**src/hdl/rtb_pkg.sv**
```systemverilog
// Shared types and constants for the repeating timer bank.
package rtb_pkg;
  localparam int NumTimers = 16;
  localparam int SlotW = (NumTimers > 1) ? $clog2(NumTimers) : 1;
  localparam int CntW = $clog2(NumTimers + 1);
  localparam int MaxResults = 16;

  localparam logic [1:0] MODE_REGISTER = 2'd0;
  localparam logic [1:0] MODE_UNREGISTER = 2'd1;
  localparam logic [1:0] MODE_PROCESS = 2'd2;
  localparam logic [1:0] MODE_STOP_ALL = 2'd3;

  localparam logic [2:0] KIND_REGISTERED = 3'd0;
  localparam logic [2:0] KIND_REMOVED = 3'd1;
  localparam logic [2:0] KIND_FIRED = 3'd2;
  localparam logic [2:0] KIND_NOTHING_DUE = 3'd3;
  localparam logic [2:0] KIND_FULL = 3'd4;

  typedef struct packed {
    logic [1:0] mode;
    logic [63:0] now_us;
    logic [63:0] start_after_us;
    logic [63:0] repeat_us;
    logic [31:0] target_id;
  } cmd_t;

  typedef struct packed {
    logic [2:0] kind;
    logic [31:0] timer_id;
    logic [63:0] due_time_us;
    logic last;
  } result_t;
endpackage

```
**src/hdl/rtb_if.sv**
```systemverilog
// Valid/ready channel interfaces for commands and results.
interface rtb_cmd_if (input logic clk);
  logic valid;
  logic ready;
  logic [1:0] mode;
  logic [63:0] now_us;
  logic [63:0] start_after_us;
  logic [63:0] repeat_us;
  logic [31:0] target_id;
  modport source (output valid, mode, now_us, start_after_us, repeat_us, target_id,
                  input ready);
  modport sink (input valid, mode, now_us, start_after_us, repeat_us, target_id,
                output ready);
endinterface

interface rtb_res_if (input logic clk);
  logic valid;
  logic ready;
  logic [2:0] kind;
  logic [31:0] timer_id;
  logic [63:0] due_time_us;
  logic last;
  modport source (output valid, kind, timer_id, due_time_us, last, input ready);
  modport sink (input valid, kind, timer_id, due_time_us, last, output ready);
endinterface

```
**src/hdl/repeating_timer_bank.sv**
```systemverilog
// Top level of the repeating timer bank.
//  channel | dir | beat contents
//  cmd     | in  | mode, now_us, start_after_us, repeat_us, target_id
//  res     | out | kind, timer_id, due_time_us, last
//  cfg     | in  | reload_from_deadline (cfg_we, cfg_data)
// Register, unregister and stop-all: the result passes out_r and then the wrapper's hold.
// Process: a start step, then scans of a slot per cycle plus a decision step; k fired
// timers need k+1 scans, or MaxResults scans at the cap, and each fired beat but the last
// at the cap leaves one scan after its slot was found.
// Reset clears slot valid bits, next_id, the queue and the reload setting, not slot contents.
// A stalled result holds the back end; the front queue takes two commands, then drops ready.
module repeating_timer_bank (
  input  logic clk,
  input  logic rst,
  input  logic cfg_we,
  input  logic cfg_data,
  rtb_cmd_if.sink cmd,
  rtb_res_if.source res
);
  logic reload_from_deadline;
  logic q_valid;
  logic q_pop;
  rtb_pkg::cmd_t q_data;

  always_ff @(posedge clk) begin
    if (rst) reload_from_deadline <= 1'b0;
    else if (cfg_we) reload_from_deadline <= cfg_data;
  end

  rtb_front u_front (.clk, .rst, .cmd, .q_valid, .q_pop, .q_data);
  rtb_back_wrap u_back (.clk, .rst, .reload_from_deadline, .q_valid, .q_pop,
                        .q_data, .res);

  a_last_ends: assert property (@(posedge clk) disable iff (rst)
    res.valid && res.ready && res.kind != rtb_pkg::KIND_FIRED |-> res.last)
    else $error("non-fired beat without last");
  a_hold: assert property (@(posedge clk) disable iff (rst)
    res.valid && !res.ready |=> res.valid && $stable(res.timer_id))
    else $error("result dropped under stall");
endmodule

```
**src/hdl/rtb_front.sv**
```systemverilog
// Command front end: a two-entry queue that decouples intake from execution.
module rtb_front (
  input  logic clk,
  input  logic rst,
  rtb_cmd_if.sink cmd,
  output logic q_valid,
  input  logic q_pop,
  output rtb_pkg::cmd_t q_data
);
  rtb_pkg::cmd_t mem [2];
  logic wr_ptr;
  logic rd_ptr;
  logic [1:0] count;
  logic push;

  assign cmd.ready = (count != 2'd2);
  assign push = cmd.valid && cmd.ready;
  assign q_valid = (count != 2'd0);
  assign q_data = mem[rd_ptr];

  always_ff @(posedge clk) begin
    if (push) begin
      mem[wr_ptr] <= '{mode: cmd.mode, now_us: cmd.now_us,
                       start_after_us: cmd.start_after_us,
                       repeat_us: cmd.repeat_us, target_id: cmd.target_id};
    end
  end

  always_ff @(posedge clk) begin
    if (rst) begin
      wr_ptr <= 1'b0;
      rd_ptr <= 1'b0;
      count <= 2'd0;
    end else begin
      if (push) wr_ptr <= ~wr_ptr;
      if (q_pop) rd_ptr <= ~rd_ptr;
      count <= count + {1'b0, push} - {1'b0, q_pop};
    end
  end
endmodule

```
**src/hdl/rtb_back.sv**
```systemverilog
// Slot bank and execution sequencer; at most one result beat per step.
module rtb_back (
  input  logic clk,
  input  logic rst,
  input  logic reload_from_deadline,
  input  logic q_valid,
  output logic q_pop,
  input  rtb_pkg::cmd_t q_data,
  rtb_res_if.source res
);
  localparam logic [1:0] ST_IDLE = 2'd0;
  localparam logic [1:0] ST_SCAN = 2'd1;
  localparam logic [1:0] ST_DECIDE = 2'd2;
  localparam logic [1:0] ST_FLUSH = 2'd3;

  logic [1:0] state;
  logic [rtb_pkg::NumTimers-1:0] valid_q;
  logic [rtb_pkg::NumTimers-1:0] taken;
  logic [63:0] deadline [rtb_pkg::NumTimers];
  logic [63:0] rep [rtb_pkg::NumTimers];
  logic [31:0] sid [rtb_pkg::NumTimers];
  logic [31:0] next_id;
  logic [rtb_pkg::CntW-1:0] fired;
  logic [63:0] now_q;

  // Scan registers: walk slots one per cycle to find the earliest due one.
  logic [rtb_pkg::SlotW-1:0] scan_idx;
  logic [rtb_pkg::SlotW-1:0] best_idx;
  logic best_found;
  logic [63:0] best_dl;
  logic [31:0] best_id;

  // A fired timer waits until the next scan or the cap flush shows if it is the final beat.
  logic pend_valid;
  logic [31:0] pend_id;
  logic [63:0] pend_dl;

  logic out_valid;
  rtb_pkg::result_t out_r;
  rtb_pkg::result_t beat;

  logic cand;
  logic better;
  logic scan_end;
  logic [rtb_pkg::SlotW-1:0] free_idx;
  logic free_found;
  logic can_load;
  logic start_proc;
  logic go_fire;
  logic go_end;
  logic go_flush;
  logic emit;
  logic cap_hit;

  assign res.valid = out_valid;
  assign res.kind = out_r.kind;
  assign res.timer_id = out_r.timer_id;
  assign res.due_time_us = out_r.due_time_us;
  assign res.last = out_r.last;

  assign cand = valid_q[scan_idx] && !taken[scan_idx] &&
                (deadline[scan_idx] <= now_q);
  assign better = !best_found || (deadline[scan_idx] < best_dl) ||
                  ((deadline[scan_idx] == best_dl) && (sid[scan_idx] < best_id));
  assign scan_end = (scan_idx == rtb_pkg::SlotW'(rtb_pkg::NumTimers - 1));

  always_comb begin
    free_found = 1'b0;
    free_idx = '0;
    for (int i = rtb_pkg::NumTimers - 1; i >= 0; i--) begin
      if (!valid_q[i]) begin
        free_found = 1'b1;
        free_idx = rtb_pkg::SlotW'(i);
      end
    end
  end

  assign can_load = !out_valid || res.ready;
  assign q_pop = (state == ST_IDLE) && q_valid && can_load;
  assign start_proc = q_pop && (q_data.mode == rtb_pkg::MODE_PROCESS);
  assign go_fire = (state == ST_DECIDE) && best_found && (!pend_valid || can_load);
  assign go_end = (state == ST_DECIDE) && !best_found && can_load;
  assign go_flush = (state == ST_FLUSH) && can_load;
  assign emit = (q_pop && !start_proc) || (go_fire && pend_valid) || go_end || go_flush;
  assign cap_hit = (fired == rtb_pkg::CntW'(rtb_pkg::MaxResults - 1));

  always_comb begin
    beat = '{kind: rtb_pkg::KIND_REMOVED, timer_id: '0, due_time_us: '0, last: 1'b1};
    if (state == ST_IDLE) begin
      if (q_data.mode == rtb_pkg::MODE_REGISTER) begin
        if (free_found) begin
          beat.kind = rtb_pkg::KIND_REGISTERED;
          beat.timer_id = next_id + 32'd1;
          beat.due_time_us = q_data.now_us + q_data.start_after_us;
        end else begin
          beat.kind = rtb_pkg::KIND_FULL;
        end
      end
    end else if ((state == ST_DECIDE) && best_found) begin
      beat = '{kind: rtb_pkg::KIND_FIRED, timer_id: pend_id, due_time_us: pend_dl,
               last: 1'b0};
    end else if (pend_valid) begin
      beat = '{kind: rtb_pkg::KIND_FIRED, timer_id: pend_id, due_time_us: pend_dl,
               last: 1'b1};
    end else begin
      beat = '{kind: rtb_pkg::KIND_NOTHING_DUE, timer_id: '0, due_time_us: '0,
               last: 1'b1};
    end
  end

  always_ff @(posedge clk) begin
    if (emit) out_r <= beat;
    if (start_proc) now_q <= q_data.now_us;
    if (go_fire) begin
      pend_id <= best_id;
      pend_dl <= best_dl;
    end
    if ((state == ST_SCAN) && cand && better) begin
      best_idx <= scan_idx;
      best_dl <= deadline[scan_idx];
      best_id <= sid[scan_idx];
    end
  end

  always_ff @(posedge clk) begin
    if (q_pop && (q_data.mode == rtb_pkg::MODE_REGISTER) && free_found) begin
      sid[free_idx] <= next_id + 32'd1;
      deadline[free_idx] <= q_data.now_us + q_data.start_after_us;
      rep[free_idx] <= q_data.repeat_us;
    end else if (go_fire && (rep[best_idx] != 64'd0)) begin
      deadline[best_idx] <= (reload_from_deadline ? best_dl : now_q) + rep[best_idx];
    end
  end

  always_ff @(posedge clk) begin
    if (rst) begin
      state <= ST_IDLE;
      valid_q <= '0;
      next_id <= '0;
      out_valid <= 1'b0;
      taken <= '0;
      fired <= '0;
      scan_idx <= '0;
      best_found <= 1'b0;
      pend_valid <= 1'b0;
    end else begin
      if (emit) out_valid <= 1'b1;
      else if (res.ready) out_valid <= 1'b0;

      if (q_pop) begin
        case (q_data.mode)
          rtb_pkg::MODE_REGISTER: begin
            if (free_found) valid_q[free_idx] <= 1'b1;
          end
          rtb_pkg::MODE_UNREGISTER: begin
            for (int i = 0; i < rtb_pkg::NumTimers; i++) begin
              if (valid_q[i] && (sid[i] == q_data.target_id)) valid_q[i] <= 1'b0;
            end
          end
          rtb_pkg::MODE_STOP_ALL: valid_q <= '0;
          default: ;
        endcase
      end else if (go_fire && (rep[best_idx] == 64'd0)) begin
        valid_q[best_idx] <= 1'b0;
      end

      if (q_pop && (q_data.mode == rtb_pkg::MODE_REGISTER) && free_found) begin
        next_id <= next_id + 32'd1;
      end

      if (start_proc) begin
        taken <= '0;
        fired <= '0;
      end else if (go_fire) begin
        taken[best_idx] <= 1'b1;
        fired <= fired + rtb_pkg::CntW'(1);
      end

      if (start_proc) pend_valid <= 1'b0;
      else if (go_fire) pend_valid <= 1'b1;
      else if (go_end || go_flush) pend_valid <= 1'b0;

      if (state == ST_SCAN) begin
        scan_idx <= scan_end ? '0 : scan_idx + 1'b1;
      end

      if (state == ST_SCAN) begin
        if (cand && better) best_found <= 1'b1;
      end else if ((state != ST_DECIDE) || go_fire) begin
        best_found <= 1'b0;
      end

      case (state)
        ST_IDLE: begin
          if (start_proc) state <= ST_SCAN;
        end
        ST_SCAN: begin
          if (scan_end) state <= ST_DECIDE;
        end
        ST_DECIDE: begin
          if (go_fire) state <= cap_hit ? ST_FLUSH : ST_SCAN;
          else if (go_end) state <= ST_IDLE;
        end
        ST_FLUSH: begin
          if (go_flush) state <= ST_IDLE;
        end
        default: state <= ST_IDLE;
      endcase
    end
  end
endmodule

```
**src/hdl/rtb_back_wrap.sv**
```systemverilog
// Back end followed by a one-beat result register toward the output port.
module rtb_back_wrap (
  input  logic clk,
  input  logic rst,
  input  logic reload_from_deadline,
  input  logic q_valid,
  output logic q_pop,
  input  rtb_pkg::cmd_t q_data,
  rtb_res_if.source res
);
  rtb_res_if inner (.clk(clk));
  logic hold_valid;
  rtb_pkg::result_t hold;

  rtb_back u_core (.clk, .rst, .reload_from_deadline, .q_valid, .q_pop,
                   .q_data, .res(inner));

  assign inner.ready = !hold_valid || res.ready;
  assign res.valid = hold_valid;
  assign res.kind = hold.kind;
  assign res.timer_id = hold.timer_id;
  assign res.due_time_us = hold.due_time_us;
  assign res.last = hold.last;

  always_ff @(posedge clk) begin
    if (rst) begin
      hold_valid <= 1'b0;
    end else if (inner.ready) begin
      hold_valid <= inner.valid;
    end
  end

  always_ff @(posedge clk) begin
    if (inner.valid && inner.ready) begin
      hold <= '{kind: inner.kind, timer_id: inner.timer_id,
                due_time_us: inner.due_time_us, last: inner.last};
    end
  end
endmodule

```
**src/flat_wrapper.sv**
```systemverilog
// flat-port wrapper written by rule: the top's interface ports become plain ports
module repeating_timer_bank_flat 
  (clk, rst, cfg_we, cfg_data, cmd_valid, cmd_mode, cmd_now_us, cmd_start_after_us, cmd_repeat_us, cmd_target_id, cmd_ready, res_valid, res_kind, res_timer_id, res_due_time_us, res_last, res_ready);
  rtb_cmd_if cmd_i (.clk(clk));
  rtb_res_if res_i (.clk(clk));
  input  logic clk;
  input  logic rst;
  input  logic cfg_we;
  input  logic cfg_data;
  input wire logic [$bits(cmd_i.valid)-1:0] cmd_valid;
  input wire logic [$bits(cmd_i.mode)-1:0] cmd_mode;
  input wire logic [$bits(cmd_i.now_us)-1:0] cmd_now_us;
  input wire logic [$bits(cmd_i.start_after_us)-1:0] cmd_start_after_us;
  input wire logic [$bits(cmd_i.repeat_us)-1:0] cmd_repeat_us;
  input wire logic [$bits(cmd_i.target_id)-1:0] cmd_target_id;
  output wire logic [$bits(cmd_i.ready)-1:0] cmd_ready;
  output wire logic [$bits(res_i.valid)-1:0] res_valid;
  output wire logic [$bits(res_i.kind)-1:0] res_kind;
  output wire logic [$bits(res_i.timer_id)-1:0] res_timer_id;
  output wire logic [$bits(res_i.due_time_us)-1:0] res_due_time_us;
  output wire logic [$bits(res_i.last)-1:0] res_last;
  input wire logic [$bits(res_i.ready)-1:0] res_ready;
  assign cmd_i.valid = cmd_valid;
  assign cmd_i.mode = cmd_mode;
  assign cmd_i.now_us = cmd_now_us;
  assign cmd_i.start_after_us = cmd_start_after_us;
  assign cmd_i.repeat_us = cmd_repeat_us;
  assign cmd_i.target_id = cmd_target_id;
  assign cmd_ready = cmd_i.ready;
  assign res_valid = res_i.valid;
  assign res_kind = res_i.kind;
  assign res_timer_id = res_i.timer_id;
  assign res_due_time_us = res_i.due_time_us;
  assign res_last = res_i.last;
  assign res_i.ready = res_ready;
  repeating_timer_bank u_core (.clk(clk), .rst(rst), .cfg_we(cfg_we), .cfg_data(cfg_data), .cmd(cmd_i), .res(res_i));
endmodule
```
**config.mk**
```make
export PLATFORM = sky130hd
export DESIGN_NAME = repeating_timer_bank_flat
export DESIGN_NICKNAME = d
export VERILOG_FILES = /design/src/hdl/rtb_pkg.sv /design/src/hdl/rtb_if.sv /design/src/hdl/repeating_timer_bank.sv /design/src/hdl/rtb_front.sv /design/src/hdl/rtb_back.sv /design/src/hdl/rtb_back_wrap.sv /design/src/flat_wrapper.sv
export SDC_FILE = /design/constraint.sdc
export NUM_CORES = 2
export LEC_CHECK = 0
export CAP_MARGIN = 20
export CORE_UTILIZATION = 35
export CTS_BUF_LIST = sky130_fd_sc_hd__clkbuf_8
export CTS_CLUSTER_DIAMETER = 30
export DETAILED_ROUTE_END_ITERATION = 8
export DONT_BUFFER_PORTS = 1
export SETUP_SLACK_MARGIN = 0.05
export SYNTH_ARGS = -nofsm -noshare
export SYNTH_HDL_FRONTEND = slang
export SYNTH_HIERARCHICAL = 1
export SYNTH_SLANG_ARGS = --single-unit
```
**constraint.sdc**
```tcl
create_clock -name clk -period 23.6 [get_ports clk]
set_input_delay 4.72 -clock clk [delete_from_list [all_inputs] [get_ports clk]]
set_output_delay 4.72 -clock clk [all_outputs]
set_load 0.01 [all_outputs]
```
# Word-level counts from Yosys, hierarchy flattened
# Memory sizes are Yosys's and may differ from the RTL's. A register that Yosys moved wholly into a read port is not among the register bits.
# Cells that the tools add are included.
# Widths: inputs -> output; s select.
# word_totals
regBits	544
latch_bits	0
ram_bits	3012
mem_bits_ro	0
in_bits	232
out_inout_bits	102
wordCells	302
memories	4
# memory_table
memory	depth	width	rd	rd_clocked_by_memory_dff	write_ports	line_no	source
u_core.u_back.u_core.deadline	16	64	1	1	1	rtb_back.sv:19	logic [63:0] deadline [rtb_pkg::NumTimers];
u_core.u_back.u_core.rep	16	64	1	1	1	rtb_back.sv:20	logic [63:0] rep [rtb_pkg::NumTimers];
u_core.u_back.u_core.sid	16	32	17	1	1	rtb_back.sv:21	logic [31:0] sid [rtb_pkg::NumTimers];
u_core.u_front.mem	2	226	1	1	1	rtb_front.sv:10	rtb_pkg::cmd_t mem [2];
# classes
add_sub_neg	7
mul	0
n_div	0
n_lt_le_gt_ge	8
n_eq_ne	50
n_shift	0
mux	99
bitwise_logic	6
reduce_logical	85
# op_table
operator	count
$eq 32x32->1	16
$mux 99	2
$mux 98	2
$add 64x64->64	2
$mux 64	2
$mux 96	1
$mux 4	23
$reduce_and 4->1	17
$eq 64x64->1	1
$le 64x64->1	1
$logic_not 64->1	1
$lt 64x64->1	1
$reduce_bool 64->1	1
$reduce_or 64->1	1
$mux 1	53
$ne 3x3->1 const B	17
$mux 16	3
$pmux 16 s3	1
$logic_and 1x1->1	40
$add 32x1->32 const B	1
$lt 32x32->1	1
$or 16x16->16	2
$and 16x16->16	1
$not 16->16	1
other kinds (26)	64

# Depth between registers and ports, before layout
# depth
word_depth	24
mapped_depth	19
mapped_depth_nobuf	15

# Cells and area by module
# Netlist, hierarchy kept.
# by_module_without_submodules
mod	n_inst	cells_per_inst	area_each_um2	seq_area_each_um2
rtb_back	1	7315	130561.5	89405.7
rtb_front	1	732	16973.8	13673.1
rtb_back_wrap	1	105	3057.9	3022.9
repeating_timer_bank	1	3	33.8	20.0

# Worst setup path after synthesis
# Ideal clock, no wire load.
# synth_timing
path_type	input -> register
startpoint	input port res_ready
endpoint	memory u_core.u_back.u_core.deadline[8][0] (enable)
t_arrival_ns	10.415
required_time_ns	23.019
path_slack_ns	12.605
path_stages	7
n_path_buf	1
cell_sequence	nand2b_4 nor2b_1 a21o_1 clkbuf_1 a211oi_1 nor2_1 o31ai_1
# synth_via
elab_chain_len	10
# synth_lines
item	line_no	source
start, declared	flat_wrapper.sv:22	input wire logic [$bits(res_i.ready)-1:0] res_ready;
$logic_or 1x1->1 (*)	rtb_back_wrap.sv:18	assign inner.ready = !hold_valid || res.ready;
$logic_or 1x1->1 (*)	rtb_back.sv:78	assign can_load = !out_valid || res.ready;
$logic_or 1x1->1	rtb_back.sv:81	assign go_fire = (state == ST_DECIDE) && best_found && (!pend_valid || can_load);
$logic_and 1x1->1	rtb_back.sv:81	
$logic_and 1x1->1	rtb_back.sv:130	end else if (go_fire && (rep[best_idx] != 64'd0)) begin
$mux 1	rtb_back.sv:130	
$mux 1	rtb_back.sv:126	if (q_pop && (q_data.mode == rtb_pkg::MODE_REGISTER) && free_found) begin
$mux 1	rtb_back.sv:131	deadline[best_idx] <= (reload_from_deadline ? best_dl : now_q) + rep[best_idx];
$reduce_or 64->1 (no line)	-	
$mux 4 (no line) / $mux 1 (equally long branches)	-	
end, declared	rtb_back.sv:19	
# Mark *: on every way between the ends. The rest lies on a longest branch, timed or not.

==> qor.txt <==
Vert. Die Dim: 658 µm
Starting utilization of the core area: 0.352
Proportion of synthesized area in mux cells: 0.141
Average wire per cell in the routed design: 29.9 µm
Endpoints failing setup: 0
Headroom to the max-slew limit: 0.186
Syn Inst Count: 8155
Largest driver fanout on the critical path: 129
Cell area after synthesis: 0.151 mm²
Crit path buffers/inverters: 4
Pre-antenna DRT Iters: 6
Cell Chain, Critical Path: buf_12 -> buf_4 -> buf_4 -> mux4_2 -> mux4_2 -> ha_1 -> nand4_1 -> nor2_1 -> nand3_1 -> or4_1 -> a2111oi_0 -> and4b_1 -> a211oi_1 -> a2111oi_4 -> buf_4
Ports placed on the boundary: 334
Fmax: 0.112 GHz
Sum of overflow across all layers after global routing: 0
DP Cell Count: 13700
Avg Cell Area, Syn: 18.5 µm²
Worst setup EP type: register
Maximum clock insertion buffer count: 4
Routability-driven placement congestion ratio: 0.948
Layout cells sized above 1: 0.264
Clock tree from TritonCTS: yes
Die area: 0.433 mm²
Required time reported for the critical path endpoint: 24.40 ns
Post-detailed-route DRC marker count: 0
Post-synth EDFFs: 3472
Combinational family with the most area after synthesis: multiplexers
Standby leakage power: 58.5 nW
Simple-gate share of the synthesized area: 0.0322
Setup Buffers After CTS: 0
Tot GR Track Use: 0.203
Most instantiated flip-flop cell in the synthesis netlist: sky130_fd_sc_hd__edfxtp_1
Critical Path Source Type: register
Proportion of synthesized flip-flops having asynchronous set or reset: 0
Arrival time worst endpoint: 9.70 ns
Worst slew pin tran: 1.21 ns
Area added between synthesis and finish: 16.3%
Share of synthesized area occupied by flip-flops and latches: 0.705
Chip Width: 658 µm
Final HPWL DP: 303000 µm
Fraction of synthesized cell area in xor and xnor cells: 0.0405
Crit path top cell by count: sky130_fd_sc_hd__buf_4
Worst ir drop on vdd: 0.0623 mV
Level count of the clock H-tree: 6
Number of gates resized after cts: 0
Outcome: complete, no violations
Total routed wirelength: 451000 µm
Minimum period implied by the final worst setup slack: 8.90 ns
Number of buffers added on ports: 0
Clock-pin slew of the registers on the worst-case setup and hold paths: 0.06 ns
Overall power of the completed layout: 20.1 mW
Via count normalized by instance count: 5.47
Final Instance Count excl. Fillers: 15100
Ys Warns: 6
Critical-path cell with the highest stage delay: sky130_fd_sc_hd__dfxtp_4
Family with the most delay on the worst path: buffers and inverters
Number of max-slew violations in the final report: 0
Flip-flop and latch count after synthesis: 3565
Max_cap viols: 0
Number of buffers created by CTS: 748
Adder and majority gate portion of the synthesized area: 0.0247
RSZ-0062 raised after global routing: no
Power per standard cell area: 115 mW/mm²
Clock root buffer master: sky130_fd_sc_hd__clkbuf_8
Worst setup path category: reg2reg
Maximum number of pins on one net before global-route repair: 130
Vias in the first global route: 84400
Clock skew after layout: 0.123 ns
Synth Area in Compound Gates: 0.0407
Setup_tns: 0 ns
Wire length of the first global-routing pass: 630000 µm
FF-to-FF setup slack: 14.70 ns
Num Clock Sinks: 3565
Distinct cells, synth: 87
Number of design-rule violations left by the first detailed-router iteration: 9206
Core region area: 0.428 mm²
Number of antenna violations at the first check in global routing: 42
Crit path largest cell delay: 0.83 ns
Final period utilization: 0.377
Fin Hold WS: 0.416 ns
Final Hold Vio Count: 0
Hold buffer count at cts: 0
Detailed-route via count: 82400
Remaining number of nets flagged by the antenna check after routing: 0
Clock latency on the worst-skew pair: 1.25 ns
Worst hold-check path type: reg2reg
NumNets Final: 9274
Number of rows created at floorplan: 240
Syn nets: 8683
## worst paths after layout
check | startpoint | endpoint | cells after the start
setup / recovery | register | u_core/u_back/u_core/best_dl[56] | 15
hold / removal | u_core/u_back/u_core/res.due_time_us[29] | u_core/u_back/res.due_time_us[29] | 0
setup reg to reg | register | u_core/u_back/u_core/best_dl[56] | 15
hold reg to reg | u_core/u_back/u_core/res.due_time_us[29] | u_core/u_back/res.due_time_us[29] | 0
## layout by cell type (no fill, tap or decap), types with 15 or more instances in the layout
cell,instances
sky130_fd_sc_hd__mux2i_1,46
sky130_fd_sc_hd__nor2_4,30
sky130_fd_sc_hd__clkbuf_8,766
sky130_fd_sc_hd__and3_1,24
sky130_fd_sc_hd__mux4_2,760
sky130_fd_sc_hd__inv_12,15
sky130_fd_sc_hd__nor4_1,85
sky130_fd_sc_hd__bufinv_16,106
sky130_fd_sc_hd__clkinvlp_4,74
sky130_fd_sc_hd__a21o_1,123
sky130_fd_sc_hd__nor2_1,176
sky130_fd_sc_hd__a22o_1,93
sky130_fd_sc_hd__a21oi_1,221
sky130_fd_sc_hd__clkinv_2,129
sky130_fd_sc_hd__clkinv_1,95
sky130_fd_sc_hd__a22oi_1,47
sky130_fd_sc_hd__inv_1,334
sky130_fd_sc_hd__nand3_1,79
sky130_fd_sc_hd__ha_1,294
sky130_fd_sc_hd__mux2_1,48
sky130_fd_sc_hd__buf_4,196
sky130_fd_sc_hd__a31oi_1,24
sky130_fd_sc_hd__clkinv_4,47
sky130_fd_sc_hd__nor3_1,51
sky130_fd_sc_hd__edfxtp_1,3472
sky130_fd_sc_hd__xnor2_1,383
sky130_fd_sc_hd__mux2_2,134
sky130_fd_sc_hd__o31ai_1,16
sky130_fd_sc_hd__inv_6,20
sky130_fd_sc_hd__o21bai_1,33
sky130_fd_sc_hd__nand4_1,148
sky130_fd_sc_hd__nor2b_1,30
sky130_fd_sc_hd__nand2_1,272
sky130_fd_sc_hd__mux2_4,104
sky130_fd_sc_hd__o21ai_0,194
sky130_fd_sc_hd__a211oi_1,19
sky130_fd_sc_hd__o21a_1,28
sky130_fd_sc_hd__xor2_1,313
sky130_fd_sc_hd__dfxtp_1,83
## state kept, by name, summed over array words and instances, names as in the netlist, 3 cells and up, named ones only
signal and cells:
u_core/u_back/u_core/sid 512, u_core/u_back/res.timer_id 32, u_core/u_back/u_core/rep 1024, u_core/u_back/u_core/pend_id 32
u_core/u_back/u_core/next_id 32, u_core/u_back/u_core/best_id 32, u_core/u_back/u_core/best_dl 64, u_core/u_back/u_core/fired 5
u_core/u_back/res.kind 3, u_core/u_front/mem 452, u_core/u_back/u_core/res.kind 3, u_core/u_back/u_core/now_q 64
u_core/u_back/res.due_time_us 64, u_core/u_back/u_core/valid_q 16, u_core/u_back/u_core/res.due_time_us 64, u_core/u_back/u_core/best_idx 4
u_core/u_back/u_core/scan_idx 4, u_core/u_back/u_core/taken 16, u_core/u_back/u_core/pend_dl 64, u_core/u_back/u_core/deadline 1024
u_core/u_back/u_core/res.timer_id 32
## power breakdown
| group | total [mW] | internal (mW) | switching, mW |
|---|---|---|---|
| logic | 4.41 | 1.32 | 3.09 |
| clock network | 7.25 | 4.28 | 2.97 |
| registers | 8.41 | 8.24 | 0.172 |
| total | 20.1 | 13.8 | 6.24 |
## worst reg2reg max path: cells and delay by family, from the launching register on
| family | cells | cell delay [ns] |
|---|---|---|
| adder cells (fa/ha/maj) | 1 | 0.33 |
| buffers and inverters | 4 | 3.18 |
| AND/OR/NAND/NOR | 5 | 1.66 |
| flip-flops | 1 | 0.83 |
| AO/OA/AOI/OAI | 3 | 1.28 |
| multiplexers | 2 | 0.96 |
## cell usage after synthesis, types with 46 or more instances
| master | number | share of area |
|---|---|---|
| sky130_fd_sc_hd__nand4_1 | 148 | 0.0061 |
| sky130_fd_sc_hd__nand2_1 | 272 | 0.0068 |
| sky130_fd_sc_hd__a21o_1 | 123 | 0.0061 |
| sky130_fd_sc_hd__mux2_4 | 104 | 0.010 |
| sky130_fd_sc_hd__nor4_1 | 86 | 0.0036 |
| sky130_fd_sc_hd__clkbuf_1 | 257 | 0.0064 |
| sky130_fd_sc_hd__nor3_1 | 51 | 0.0017 |
| sky130_fd_sc_hd__edfxtp_1 | 3472 | 0.69 |
| sky130_fd_sc_hd__mux4_2 | 760 | 0.11 |
| sky130_fd_sc_hd__dfxtp_1 | 93 | 0.012 |
| sky130_fd_sc_hd__inv_1 | 230 | 0.0057 |
| sky130_fd_sc_hd__ha_1 | 294 | 0.024 |
| sky130_fd_sc_hd__nor2_1 | 206 | 0.0051 |
| sky130_fd_sc_hd__nand3_1 | 79 | 0.0026 |
| sky130_fd_sc_hd__mux2_2 | 134 | 0.010 |
| sky130_fd_sc_hd__o21ai_0 | 194 | 0.0064 |
| sky130_fd_sc_hd__xor2_1 | 314 | 0.018 |
| sky130_fd_sc_hd__a21oi_1 | 223 | 0.0074 |
| sky130_fd_sc_hd__a22oi_1 | 47 | 0.0023 |
| sky130_fd_sc_hd__buf_2 | 46 | 0.0015 |
| sky130_fd_sc_hd__a22o_1 | 93 | 0.0054 |
| sky130_fd_sc_hd__xnor2_1 | 383 | 0.022 |
| sky130_fd_sc_hd__mux2_1 | 48 | 0.0036 |
| sky130_fd_sc_hd__mux2i_1 | 46 | 0.0031 |
## kinds of logic after synthesis
kind of cell / Yosys count
AOI/OAI and AO/OA: 921
xor gates and xnor gates: 697
adders and majority gates: 296
buffers and inverters: 606
DFF: 3565
muxes: 1092
and+or+nand+nor: 978
## through the flow
step	instance area [µm²]	setup WS (ns)	utilization
after global routing	175000	14.59	0.409
after detailed placement	158000	14.65	0.370
final	175000	14.70	0.409
after floorplan	151000	12.60	-
after global placement	158000	14.64	0.369
after CTS	175000	14.78	0.409
## area by class of cell
type	count	area, µm²
clock buffer	766	10500
clock inverter	613	6320
antenna	7	17.5
timing repair buffer	216	1810
multi-input combinational	3984	42300
sequential	3565	106000
fill	38000	253000
inverter	231	881
tap	5687	7120
## metal layers
metal	vias to the layer above	track usage	wire, µm
met3	742	0.0490	41200
li1	34300	-	-
met2	3970	0.325	212000
met4	12	0.0790	18300
met1	43400	0.267	180000
met5	-	0	81
No activity file was read; power rests on OpenSTA's default activity.
